==> config.mk <==
export PLATFORM = sky130hd
export DESIGN_NAME = base64url_stream_encoder
export DESIGN_NICKNAME = d
export VERILOG_FILES = /design/src/rtl/core/b64u_pkg.sv /design/src/rtl/core/base64url_stream_encoder.sv /design/src/rtl/core/b64u_front.sv /design/src/rtl/core/b64u_queue.sv /design/src/rtl/core/b64u_back.sv
export SDC_FILE = /design/constraint.sdc
export NUM_CORES = 1
export LEC_CHECK = 0
export ABC_AREA = 1
export BUFFER_PORTS_ARGS = -buffer_cell sky130_fd_sc_hd__buf_2
export CORE_ASPECT_RATIO = 0.75
export CORE_MARGIN = 2
export CORE_UTILIZATION = 60
export CTS_CLUSTER_DIAMETER = 200
export DETAILED_ROUTE_END_ITERATION = 8
export PLACE_DENSITY_LB_ADDON = 0.2
export SETUP_SLACK_MARGIN = 0.2
export SLEW_MARGIN = 20
export SYNTH_ARGS = -nofsm -noshare
export SYNTH_HDL_FRONTEND = slang
export SYNTH_HIERARCHICAL = 1
export SYNTH_SLANG_ARGS = --single-unit
==> constraint.sdc <==
create_clock -name clk -period 4.2 [get_ports clk]
set_input_delay 0 -clock clk [delete_from_list [all_inputs] [get_ports clk]]
set_output_delay 0 -clock clk [all_outputs]
set_load 0.005 [all_outputs]
==> src/rtl/core/b64u_pkg.sv <==
// b64u_pkg: shared types, character constants and the sextet-to-ascii map
// for the base64url stream encoder; no dependencies
`default_nettype none

package b64u_pkg;

  // position of the next byte within its 3-byte group
  typedef enum logic [1:0] {
    POS_FIRST  = 2'd0,
    POS_SECOND = 2'd1,
    POS_THIRD  = 2'd2
  } pos_t;

  localparam logic [7:0] CHAR_UPPER_A = 8'h41;
  localparam logic [7:0] CHAR_LOWER_A = 8'h61;
  localparam logic [7:0] CHAR_ZERO    = 8'h30;
  localparam logic [7:0] CHAR_DASH    = 8'h2D;
  localparam logic [7:0] CHAR_USCORE  = 8'h5F;
  localparam logic [7:0] CHAR_PAD     = 8'h3D;

  localparam logic [5:0] SEXTET_LOWER = 6'd26;
  localparam logic [5:0] SEXTET_DIGIT = 6'd52;
  localparam logic [5:0] SEXTET_DASH  = 6'd62;

  // characters produced by one byte, taken out one per cycle by the back end unless the output stalls
  typedef struct packed {
    logic [3:0][7:0] chars;
    logic [1:0]      last_idx;
    logic            last_end;
  } job_t;

  function automatic logic [7:0] sextet_char(input logic [5:0] v);
    logic [7:0] c;
    if (v < SEXTET_LOWER) begin
      c = CHAR_UPPER_A + {2'b00, v};
    end else if (v < SEXTET_DIGIT) begin
      c = CHAR_LOWER_A + {2'b00, v - SEXTET_LOWER};
    end else if (v < SEXTET_DASH) begin
      c = CHAR_ZERO + {2'b00, v - SEXTET_DIGIT};
    end else if (v == SEXTET_DASH) begin
      c = CHAR_DASH;
    end else begin
      c = CHAR_USCORE;
    end
    return c;
  endfunction

endpackage

`default_nettype wire

==> src/rtl/core/base64url_stream_encoder.sv <==
// base64url_stream_encoder: top level, byte in, url-safe base64 characters out
// depends on b64u_pkg, b64u_front, b64u_queue, b64u_back
// the first character of an item passes the queue register, then the back end output register
// throughput: one character per cycle from the back end output register while out_ready is high;
//   an item gives 1 to 4 characters, about 4/3 characters per byte sustained
// reset: rst_n synchronous active low, clears group state, queue and output
`default_nettype none

module base64url_stream_encoder #(
  parameter int QUEUE_DEPTH = 2
) (
  input  wire logic       clk,
  input  wire logic       rst_n,
  input  wire logic       in_valid,
  output logic            in_ready,
  input  wire logic [7:0] in_data_byte,
  input  wire logic       in_final_byte,
  output logic            out_valid,
  input  wire logic       out_ready,
  output logic [7:0]      out_code_char,
  output logic            out_end_of_text
);

  // front to queue
  logic           push;
  b64u_pkg::job_t push_job;
  logic           q_full;

  // queue to back
  logic           q_not_empty;
  logic           q_pop;
  b64u_pkg::job_t head_job;

  // a byte is taken whenever the queue has room, independent of the output side
  assign in_ready = !q_full;
  assign push     = in_valid && in_ready;

  // front: group position and carry bits, builds all characters of one byte
  b64u_front u_front (
    .clk        (clk),
    .rst_n      (rst_n),
    .push       (push),
    .data_byte  (in_data_byte),
    .final_byte (in_final_byte),
    .job        (push_job)
  );

  // queue decouples byte intake from character output
  b64u_queue #(
    .DEPTH (QUEUE_DEPTH)
  ) u_queue (
    .clk       (clk),
    .rst_n     (rst_n),
    .push      (push),
    .push_job  (push_job),
    .full      (q_full),
    .pop       (q_pop),
    .not_empty (q_not_empty),
    .head_job  (head_job)
  );

  // back: one character per cycle into the output register unless out_ready stalls it
  b64u_back u_back (
    .clk             (clk),
    .rst_n           (rst_n),
    .job_valid       (q_not_empty),
    .job             (head_job),
    .pop             (q_pop),
    .out_valid       (out_valid),
    .out_ready       (out_ready),
    .out_code_char   (out_code_char),
    .out_end_of_text (out_end_of_text)
  );

endmodule

`default_nettype wire

==> src/rtl/core/b64u_front.sv <==
// b64u_front: takes bytes, tracks group position and carry bits, and builds
// the job of characters each byte causes; depends on b64u_pkg
`default_nettype none

module b64u_front (
  input  wire logic          clk,
  input  wire logic          rst_n,
  input  wire logic          push,
  input  wire logic [7:0]    data_byte,
  input  wire logic          final_byte,
  output b64u_pkg::job_t     job
);

  b64u_pkg::pos_t pos_r, pos_nxt;
  logic [3:0]     carry_r, carry_nxt;

  always_comb begin
    job       = '0;
    pos_nxt   = pos_r;
    carry_nxt = carry_r;
    case (pos_r)
      b64u_pkg::POS_SECOND: begin
        job.chars[0] = b64u_pkg::sextet_char({carry_r[1:0], data_byte[7:4]});
        if (final_byte) begin
          job.chars[1] = b64u_pkg::sextet_char({data_byte[3:0], 2'b00});
          job.chars[2] = b64u_pkg::CHAR_PAD;
          job.last_idx = 2'd2;
          job.last_end = 1'b1;
          pos_nxt      = b64u_pkg::POS_FIRST;
          carry_nxt    = 4'd0;
        end else begin
          pos_nxt   = b64u_pkg::POS_THIRD;
          carry_nxt = data_byte[3:0];
        end
      end
      b64u_pkg::POS_THIRD: begin
        job.chars[0] = b64u_pkg::sextet_char({carry_r, data_byte[7:6]});
        job.chars[1] = b64u_pkg::sextet_char(data_byte[5:0]);
        job.last_idx = 2'd1;
        job.last_end = final_byte;
        pos_nxt      = b64u_pkg::POS_FIRST;
        carry_nxt    = 4'd0;
      end
      default: begin
        job.chars[0] = b64u_pkg::sextet_char(data_byte[7:2]);
        if (final_byte) begin
          job.chars[1] = b64u_pkg::sextet_char({data_byte[1:0], 4'b0000});
          job.chars[2] = b64u_pkg::CHAR_PAD;
          job.chars[3] = b64u_pkg::CHAR_PAD;
          job.last_idx = 2'd3;
          job.last_end = 1'b1;
          pos_nxt      = b64u_pkg::POS_FIRST;
          carry_nxt    = 4'd0;
        end else begin
          pos_nxt   = b64u_pkg::POS_SECOND;
          carry_nxt = {2'b00, data_byte[1:0]};
        end
      end
    endcase
  end

  always_ff @(posedge clk) begin
    if (!rst_n) begin
      pos_r   <= b64u_pkg::POS_FIRST;
      carry_r <= 4'd0;
    end else if (push) begin
      pos_r   <= pos_nxt;
      carry_r <= carry_nxt;
    end
  end

  // a final byte always closes the group
  a_final_restarts: assert property (@(posedge clk) disable iff (!rst_n)
    push && final_byte |=> pos_r == b64u_pkg::POS_FIRST && carry_r == 4'd0)
    else $error("final byte did not restart the group");

  // the job of a final byte always carries the end mark, at every position
  a_end_mark: assert property (@(posedge clk) disable iff (!rst_n)
    push && final_byte |-> job.last_end)
    else $error("final byte job lacks end mark");

endmodule

`default_nettype wire

==> src/rtl/core/b64u_queue.sv <==
// b64u_queue: short fifo of jobs between front and back end;
// depends on b64u_pkg
`default_nettype none

module b64u_queue #(
  parameter int DEPTH = 2
) (
  input  wire logic          clk,
  input  wire logic          rst_n,
  input  wire logic          push,
  input  b64u_pkg::job_t     push_job,
  output logic               full,
  input  wire logic          pop,
  output logic               not_empty,
  output b64u_pkg::job_t     head_job
);

  localparam int PW = (DEPTH > 1) ? $clog2(DEPTH) : 1;
  localparam int CW = $clog2(DEPTH + 1);
  localparam logic [PW-1:0] LAST_PTR = PW'(DEPTH - 1);
  localparam logic [CW-1:0] DEPTH_CNT = CW'(DEPTH);

  b64u_pkg::job_t store_r [DEPTH];
  logic [PW-1:0]  wr_ptr_r, rd_ptr_r;
  logic [CW-1:0]  count_r;

  assign full      = (count_r == DEPTH_CNT);
  assign not_empty = (count_r != '0);
  assign head_job  = store_r[rd_ptr_r];

  always_ff @(posedge clk) begin
    if (push) begin
      store_r[wr_ptr_r] <= push_job;
    end
  end

  always_ff @(posedge clk) begin
    if (!rst_n) begin
      wr_ptr_r <= '0;
      rd_ptr_r <= '0;
      count_r  <= '0;
    end else begin
      if (push) begin
        wr_ptr_r <= (wr_ptr_r == LAST_PTR) ? '0 : wr_ptr_r + 1'b1;
      end
      if (pop) begin
        rd_ptr_r <= (rd_ptr_r == LAST_PTR) ? '0 : rd_ptr_r + 1'b1;
      end
      if (push && !pop) begin
        count_r <= count_r + 1'b1;
      end else if (pop && !push) begin
        count_r <= count_r - 1'b1;
      end
    end
  end

  a_no_overflow: assert property (@(posedge clk) disable iff (!rst_n)
    push |-> !full || pop)
    else $error("push into full queue");

  a_no_underflow: assert property (@(posedge clk) disable iff (!rst_n)
    pop |-> not_empty)
    else $error("pop from empty queue");

endmodule

`default_nettype wire

==> src/rtl/core/b64u_back.sv <==
// b64u_back: walks the head job one character per cycle into the output
// register unless out_ready stalls it; depends on b64u_pkg
`default_nettype none

module b64u_back (
  input  wire logic          clk,
  input  wire logic          rst_n,
  input  wire logic          job_valid,
  input  b64u_pkg::job_t     job,
  output logic               pop,
  output logic               out_valid,
  input  wire logic          out_ready,
  output logic [7:0]         out_code_char,
  output logic               out_end_of_text
);

  logic       valid_r;
  logic [7:0] code_r;
  logic       end_r;
  logic [1:0] idx_r;
  logic       load;
  logic       at_last;

  assign load    = job_valid && (!valid_r || out_ready);
  assign at_last = (idx_r == job.last_idx);
  assign pop     = load && at_last;

  assign out_valid       = valid_r;
  assign out_code_char   = code_r;
  assign out_end_of_text = end_r;

  always_ff @(posedge clk) begin
    if (load) begin
      code_r <= job.chars[idx_r];
      end_r  <= at_last && job.last_end;
    end
  end

  always_ff @(posedge clk) begin
    if (!rst_n) begin
      valid_r <= 1'b0;
      idx_r   <= 2'd0;
    end else begin
      if (load) begin
        valid_r <= 1'b1;
        idx_r   <= at_last ? 2'd0 : idx_r + 2'd1;
      end else if (out_ready) begin
        valid_r <= 1'b0;
      end
    end
  end

  // character index never runs past the head job
  a_idx_in_job: assert property (@(posedge clk) disable iff (!rst_n)
    job_valid |-> idx_r <= job.last_idx)
    else $error("character index beyond job");

endmodule

`default_nettype wire

=== After elaboration in Yosys (flattened, before gate mapping) ===
Memories as Yosys holds them, arrays and structs flattened. A register that Yosys moved wholly into a read port is not among the register bits.
Index checks and enable logic that the tools add are counted.

* Flip-flop bits (word level): 22
* RAM bits: 66
* Input bits: 13
* Output and inout bits: 11
* Logic and storage cells: 135
* Memories kept: 1

* Add/subtract/negate cells: 35
* Magnitude comparators: 19
* Equality and inequality tests: 8
* Multiplexer cells: 48
* Reductions and logical operators: 15

{| class="wikitable"
|+ Memories
! name !! words !! bits a word !! rd ports !! clocked after memory_dff !! write ports !! line !! text
|-
| u_queue.store_r || 2 || 33 || 1 || 1 || 1 || b64u_queue.sv:23 || <nowiki>b64u_pkg::job_t store_r [DEPTH];</nowiki>
|}

{| class="wikitable"
|+ Operators by type and width
! operator !! count
|-
| 8-bit 2-to-1 mux || 19
|-
| 7-bit by 6-bit adder with 8-bit output (first input constant) || 12
|-
| 6-bit < comparator (second input constant) || 12
|-
| 6-bit by 6-bit adder with 7-bit output (first input constant) || 6
|-
| 19-bit case mux with 2 select lines || 1
|-
| 6-bit by 5-bit < comparator with 1-bit output (second input constant) || 6
|-
| 6-bit by 5-bit subtractor with 6-bit output (second input constant) || 6
|-
| 6-bit subtractor (second input constant) || 6
|-
| 7-bit 2-to-1 mux || 4
|-
| 6-bit equality test (second input constant) || 4
|-
| 22-bit 2-to-1 mux || 1
|-
| 8-bit binary-select mux with 2-bit select || 1
|-
| 8-bit case mux with 2 select lines || 1
|-
| 14-bit 2-to-1 mux || 1
|-
| 2-bit 2-to-1 mux || 5
|-
| 1-bit 2-to-1 mux || 9
|-
| 4-bit case mux with 2 select lines || 1
|-
| 1-bit logical AND || 6
|-
| 3-bit 2-to-1 mux || 2
|-
| 6-bit 2-to-1 mux || 1
|-
| 2-bit nonzero test || 3
|-
| 2-bit by 1-bit adder with 2-bit output (second input constant) || 2
|-
| 2-bit equality test (second input constant) || 2
|-
| 1-bit logical NOT || 4
|-
| other kinds (9) || 10
|}

=== Longest topological paths before layout ===
Gate-level depths: netlist of run 1.

* Depth in word-level cells: 7
* Gate-level depth with buffers: 16
* Gate-level depth less buffers: 15

=== Hierarchy ===
Netlist of run 1, hierarchy kept.

{| class="wikitable"
|+ By module, submodules not included
! module !! times used !! cells an instance !! area each (um^2) !! seq. area each (um^2)
|-
| b64u_front || 1 || 519 || 2,956.6 || 120.1
|-
| b64u_queue || 1 || 144 || 2,907.8 || 2,202.1
|-
| b64u_back || 1 || 84 || 724.4 || 330.3
|-
| base64url_stream_encoder || 1 || 3 || 13.8 || 0.0
|}

=== Least setup slack after synthesis of run 1 ===
Ideal clock, no wire load.

* Path type: reg-to-reg
* Start: register u_queue.count_r[1]
* End: memory u_queue/store_r[0][0] in the netlist's numbering, enable pin
* Setup time: 0.427 ns
* Arrival time: 2.171 ns
* Required time: 3.773 ns
* Setup slack: 1.602 ns
* Stages on the path, launching flop included: 6
* Buffers on the path: 0
* Period minus slack after synthesis: 2.598 ns
* Path through: dfxtp_1 -> inv_1 -> nor2_1 -> nor2_2 -> inv_1 -> nor2_1

* Word-level cells in the longest chain between the ends: 5

{| class="wikitable"
|+ Ends and longest elaborated chain
! element !! line !! text
|-
| start: declaration || b64u_queue.sv:25 || <nowiki>logic [CW-1:0] count_r;</nowiki>
|-
| start signal: assignment || b64u_queue.sv:50 || <nowiki>count_r <= count_r + 1'b1;</nowiki>
|-
| start signal: assignment || b64u_queue.sv:52 || <nowiki>count_r <= count_r - 1'b1;</nowiki>
|-
| 2-bit equality test || b64u_queue.sv:27 || <nowiki>assign full = (count_r == DEPTH_CNT);</nowiki>
|-
| net q_full || base64url_stream_encoder.sv:27 || <nowiki>logic q_full;</nowiki>
|-
| 1-bit logical NOT || base64url_stream_encoder.sv:35 || <nowiki>assign in_ready = !q_full;</nowiki>
|-
| 1-bit logical AND || base64url_stream_encoder.sv:36 || <nowiki>assign push = in_valid && in_ready;</nowiki>
|-
| net push || base64url_stream_encoder.sv:25 || <nowiki>logic push;</nowiki>
|-
| 1-bit 2-to-1 mux || b64u_queue.sv:32 || <nowiki>if (push) begin</nowiki>
|-
| 1-bit 2-to-1 mux (not written as such) || b64u_queue.sv:33 || <nowiki>store_r[wr_ptr_r] <= push_job;</nowiki>
|-
| end: declaration || b64u_queue.sv:23 ||
|}

The timed path passes the listed nets, and every way through them passes these cells.

==> metrics.cfg, run 1 <==
[clock_network]
path_clk_slew_ps = 60
cts_setup_buffers = 0
clk_latency_ps = 340
clkSinkCount = 93
cts-htree-levels = 3
cts_buffers = 9
tritoncts = built
root_buffer = clkbuf_16
clk_path_buf_depth = 2

[timing]
setup_tns_ps = 0
setup_viol = 0
timing.fmax_mhz = 420
relSlewSlack_pct = 28.5
fin_crit_sh_pct = 56.7
drv_slew = 0
fin_skew_ps = 5.86
min_period_ps = 2380
hold_viol_final = 0
rsz0062_at_grt = false
tightest_slew_ps = 1070

[cells_and_area]
fillers = 896
area.sequential_um2 = 2650
antenna_cells = 0
finalNetCount = 812
multi_input_comb_area_um2 = 3360
areaGrowthSynthToFinish_pct = 5.12
layout-drive-gt1-share_pct = 16.2

[yosys]
synthSimpleGateAreaFrac_pct = 20.7
yosys-top-cells-area = edfxtp_1 (36%), nand2_1 (10%), ha_1 (8.1%)
synth_fa_ha_area_share_pct = 8.15
mappedNetlistArea_um2 = 6600
ys_ff_latch = 93
synth_top_cell_by_area = edfxtp_1
synth-seq-area-share_pct = 40.2
synthTopCellsByCount = nand2_1 (179), edfxtp_1 (79), nor2_1 (70)
synth.most_common_cell = nand2_1
synth_top_area_share_pct = 35.9
synth-compound-area-share_pct = 10.4
synth_top_family_by_area = simple AND/OR/NAND/NOR gates
synthCells = 750
synthXorXnorAreaFrac_pct = 3.58
async_reset_ff_share_pct = 0
syn_area_per_cell_um2 = 8.80
synth_edf_count = 79
synth_ff_type = edfxtp_1
yosysWarnings = 6
synth_mux_area_share_pct = 7.67
yosys.cell_types.count = 49

[floorplan]
io_pins = 24
die_h_um = 94.8
coreArea_um2 = 10800
rows = 33
die_x_um = 125
die_area_um2 = 11900
initial_core_util_pct = 61.0

[drt]
viasPerCell = 5.68
first_pass_iters = 5
drt-total-wl_um = 15000
drt_iter0_markers = 604
drtAntennaViolNets = 0
avgRoutedWirePerCell_um = 16.6
vias = 5122
drc = 0

[worst_setup_path]
startpoint_type = register
crit_type = reg2reg
critPathCaptureType = register
crit_arrival_ps = 2470
worst_ep_required_time_ps = 4290
critPathMaxFanout = 12

[flow_run]
maxCapViolations = 0

[pwr]
combPwrFrac_pct = 32.1
power_w = 0.00325
p_switching_w = 0.00109
p_int_w = 0.00217
power_frac_clock_pct = 25.1
seq_power_share_pct = 42.7
p_per_area_nw_per_um2 = 469
p_leak_nw = 2.96
ir_worst_vdd_mv = 0.236
switching_share_pct = 33.4

[global_routing]
grt_pass1_wl_um = 24000
grt_usage_pct = 25.8
grt.overflow.total = 0
grt_pass1_vias = 4813
antenna_found_initial = 0
grt_max_degree = 36

[placed_design]
hpwl_um = 10800
gp_congestion = 0.961
portBuffers = 23

[status]
status = finished, final reports clean

[hold_path]
hold_class = in2reg

[logic make-up after synthesis]
logic type | Yosys count
adders and majority gates | 43
other | 1
buffers and inverters | 114
xor gates and xnor gates | 27
and+or+nand+nor | 320
muxes | 35
DFF | 93
AOI/OAI and AO/OA | 117
[routing by layer]
metal,wire length (µm),track usage (%),share of wire [%]
met5,0,0,0
met3,1240,5.16,8.3
met4,180,7.69,1.2
met1,6960,37.0,46
met2,6590,39.9,44
[state kept, by name, summed over array words and instances, names as in the netlist, named ones only]
| register | cells |
|---|---|
| u_back/out_valid | 1 |
| u_queue/store_r | 70 |
| u_front/pos_r | 2 |
| u_queue/wr_ptr_r | 1 |
| u_queue/rd_ptr_r | 1 |
| u_back/idx_r | 2 |
| u_back/out_code_char | 8 |
| u_front/carry_r | 4 |
| u_back/out_end_of_text | 1 |
| u_queue/count_r | 2 |
[stage by stage]
stage | utilization, % | cell area (µm²) | setup WS, ps | instances | hold slack [ps]
detailed placement | 61.1 | 6610 | 1890 | 883 | 294
finish | 64.2 | 6940 | 1820 | 901 | 33.6
floorplan | - | 6620 | 1600 | 755 | 121
global placement | 61.1 | 6610 | 1930 | 883 | 286
CTS | 64.2 | 6940 | 1850 | 901 | 14.2
global route | 64.2 | 6940 | 1630 | 901 | 42.7
[layout make-up]
type	instances	share of cell area (%)
clock inverters	7	1.21
multi-input cells	548	48.5
inverters	77	4.16
well taps	140	2.52
repair buffers	27	2.16
clock buffers	9	3.24
flip-flops and latches	93	38.2
[cells in the final DEF (no fill, tap or decap), types with 3 or more instances in the layout]
cell       count
a21oi_1       35
buf_2         23
clkbuf_16      9
clkinv_4       3
conb_1         6
dfxtp_1       13
edfxtp_1      79
ha_1          43
inv_1         66
inv_2         10
mux2_2         5
mux2_4        30
nand2_1      179
nand2_2       12
nand3_1       31
nand4_1        6
nor2_1        69
nor2_2         8
nor2_4         4
o211ai_1       8
o21ai_0       46
o21ai_1        3
o22ai_1       10
xnor2_1        3
xor2_1        24
[critical path, stage by stage (launching register included)]
cell and delay, ps:
dfxtp_1 590, inv_1 250, ha_1 310, xor2_1 160
ha_1 290, nor2_1 40, nor2_1 120, nor2_1 70
nand2_1 70, nand2_1 50, nor2_1 120, nor2_1 50
[power by group through the flow]
| stage | Combinational (W) | Sequential (W) | Clock (W) |
|---|---|---|---|
| final | 0.00105 | 0.00139 | 0.000818 |
| after global routing | 0.00116 | 0.00141 | 0.000868 |
| after CTS | 0.00104 | 0.00139 | 0.000834 |
| after detailed placement | 0.00103 | 0.00141 | 0 |
| after global placement | 0.00100 | 0.00140 | 0 |
| after floorplan | 0.000886 | 0.00135 | 0 |
[what timing repair did]
| action | in CTS | in global routing |
|---|---|---|
| hold buffers | 2 | 0 |
| hold endpoints to repair | 10 | 0 |
| gates resized for setup | 0 | 0 |
| setup endpoints to repair | 0 | 0 |
[path summary, 6_finish.rpt]
kind / from / end / slack [ps] / cells after the start
max: u_front/carry_r[0] / u_queue/store_r[1][8] / 1820 / 11
max reg2reg: u_front/carry_r[0] / u_queue/store_r[1][8] / 1820 / 11
min reg2reg: u_queue/rd_ptr_r / u_queue/rd_ptr_r / 500 / 2
min: in_data_byte[0] / u_front/carry_r[0] / 30 / 3
No activity file was read; power rests on OpenSTA's default activity.
==> inputs of run 2 (changes only) <==
Settings changed: ABC_AREA 1 to 0.
Clock period 4.2 ns to 2.3 ns, I/O delays scaled along.
==> run 2 against run 1 <==
Compared with the run above:
- sequential share of layout area down 1.7 points
- hold slack better by 19 ps
- final cell count down 14%
- total power up 90%
- die area down 1.8%
- first-iteration DRC count up 7.5%
- combinational power up 100%
- global-route usage up 1.9 points
- non-clock buffer count up 45
- sequential power up 73%
- critical path depth down 2
- register-to-register slack worse by 1600 ps
- largest power group unchanged
==> metrics.cfg, run 2 <==
[cells_and_area]
areaGrowthSynthToFinish_pct = 12.3
finalNetCount = 689
layout_common_cells = edfxtp_1 (79), buf_4 (46), nand2_1 (43)
largest_register_ffs = 70
layout-drive-gt1-share_pct = 25.5
fin_util_pct = 69.9
fillers = 783
top_register = u_queue/store_r
postLayoutCellArea_um2 = 7280
antenna_cells = 0
final_common_cell = edfxtp_1

[timing]
timing.fmax_mhz = 490
tightest_slew_ps = 913
fin_crit_sh_pct = 88.7
fin_skew_ps = 7.64
setup_viol = 0
hold_viol_final = 0
relSlewSlack_pct = 39.0
setup_tns_ps = 0
drv_slew = 0
min_period_ps = 2040
rsz0062_at_grt = true

[clock_network]
root_buffer = clkbuf_16
tritoncts = built
clk_path_buf_depth = 2
clk_latency_ps = 330
cts_buffers = 9
cts-htree-levels = 3
path_clk_slew_ps = 60
clkSinkCount = 93

[worst_setup_path]
critPathCaptureType = register
crit_arrival_ps = 2080
worst_ep_required_time_ps = 2340
critPathMaxFanout = 6
startpoint_type = register
crit_type = reg2reg

[drt]
wl_met2_um = 7030
vias = 4874
drt_iter0_markers = 649
drc = 0
met1Wirelength_um = 7030
drt-total-wl_um = 15500
top_layer_used = met4
met3_length_um = 1290
viasPerCell = 6.30
drtAntennaViolNets = 0
first_pass_iters = 5
avgRoutedWirePerCell_um = 20.1

[yosys]
synth_top_cell_by_area = edfxtp_1
syn_area_per_cell_um2 = 10.9
mappedNetlistArea_um2 = 6480
synth_top_area_share_pct = 36.6
synth_edf_count = 79
synth.most_common_cell = edfxtp_1
yosys-top-cells-area = edfxtp_1 (37%), ha_1 (8.3%), mux2_2 (6.1%)
synthCells = 595
synthTopCellsByCount = edfxtp_1 (79), ha_1 (43), nand2_1 (43)
yosys.cell_types.count = 74
yosysWarnings = 6
synth-seq-area-share_pct = 41.0
ys_ff_latch = 93
async_reset_ff_share_pct = 0
synth_ff_type = edfxtp_1

[global_routing]
grt_pass1_wl_um = 24100
grt_usage_pct = 27.7
grt.overflow.total = 0
grt_pass1_vias = 4457
antenna_found_initial = 0
grt_max_degree = 37

[pwr]
ir_worst_vdd_mv = 0.736
p_leak_nw = 2.75
p_per_area_nw_per_um2 = 852

[flow_run]
maxCapViolations = 0

[floorplan]
rows = 32
die_x_um = 124
coreArea_um2 = 10400
initial_core_util_pct = 62.2
io_pins = 24
die_area_um2 = 11700
die_h_um = 94.0

[placed_design]
hpwl_um = 11100
portBuffers = 23
placed_area_um2 = 6790
gp_congestion = 0.945

[status]
status = finished, final reports clean

[hold_path]
hold_class = in2reg

## run 2: changes by cell type in the layout (fill, tap and decap cells not counted), moves of 9 or more
cell      previous run  this run
buf_4                2        46
inv_1               66        15
inv_2               10         1
mux2_2               5        33
mux2_4              30         2
nand2_1            179        43
nand2_2             12         0
nand2b_1             0        10
nor2_1              69        20
nor2b_1              0        12
o21ai_0             46        22
xnor2_1              3        32
## run 2: cell families after synthesis
family,share of synthesized area [%]
adder cells (fa/ha/maj),8.31
AO/OA/AOI/OAI,13.6
buffers and inverters,6.68
other,0.0579
flip-flops,41.0
XOR/XNOR,7.73
multiplexers,9.99
AND/OR/NAND/NOR,12.7
## run 2: routing by layer
metal | up-vias | GRT usage (%)
li1 | 2234 | -
met2 | 245 | 41.8
met1 | 2369 | 41.4
met3 | 26 | 5.40
met5 | - | 0
met4 | 0 | 6.18
## run 2: layout make-up
type | instances | area (µm²) | share of cell area (%)
inverter | 17 | 76.3 | 1.05
clock buffer | 10 | 229 | 3.15
clock inverter | 6 | 110 | 1.51
tap | 136 | 170 | 2.34
multi-input combinational | 440 | 3520 | 48.3
timing repair buffer | 72 | 512 | 7.03
sequential | 93 | 2660 | 36.6
## run 2: what timing repair did
action / in CTS / in global routing
pin swaps: 1 / 6
hold buffers: 0 / 0
resized for setup: 3 / 22
buffers inserted: 2 / 5
endpoints found under the setup margin: 15 / 15
cloned: 0 / 0
## run 2: per-stage QoR
step / power [W] / instances / setup slack, ps / hold slack (ps)
floorplan: 0.00392 / 600 / 141 / 118
global placement: 0.00440 / 751 / 41.8 / 377
detailed placement: 0.00447 / 751 / 41.8 / 394
CTS: 0.00615 / 769 / 217 / 42.7
global route: 0.00649 / 774 / 166 / 51.8
finish: 0.00620 / 774 / 260 / 52.7
## run 2: critical path, stage by stage (launching register included)
cell,delay [ps]
dfxtp_4,360
inv_2,140
ha_2,270
xor2_1,180
ha_1,170
mux2i_1,80
o221ai_1,180
o211ai_1,110
nand2_1,110
o311ai_1,150
## run 2: power by group
group / internal, W / switching (W)
combinational: 0.00102 / 0.00111
clock: 0.00106 / 0.000601
sequential: 0.00229 / 0.000122
total: 0.00437 / 0.00183
## run 2: path summary, 6_finish.rpt
path                            from                    end  slack, ps  cells past startpoint
setup reg to reg  u_front/carry_r[0]  u_queue/store_r[1][9]        260                      9
hold reg to reg   u_queue/count_r[1]     u_queue/count_r[1]        530                      2
setup / recovery  u_front/carry_r[0]  u_queue/store_r[1][9]        260                      9
hold / removal             out_ready       u_back/out_valid         50                      3
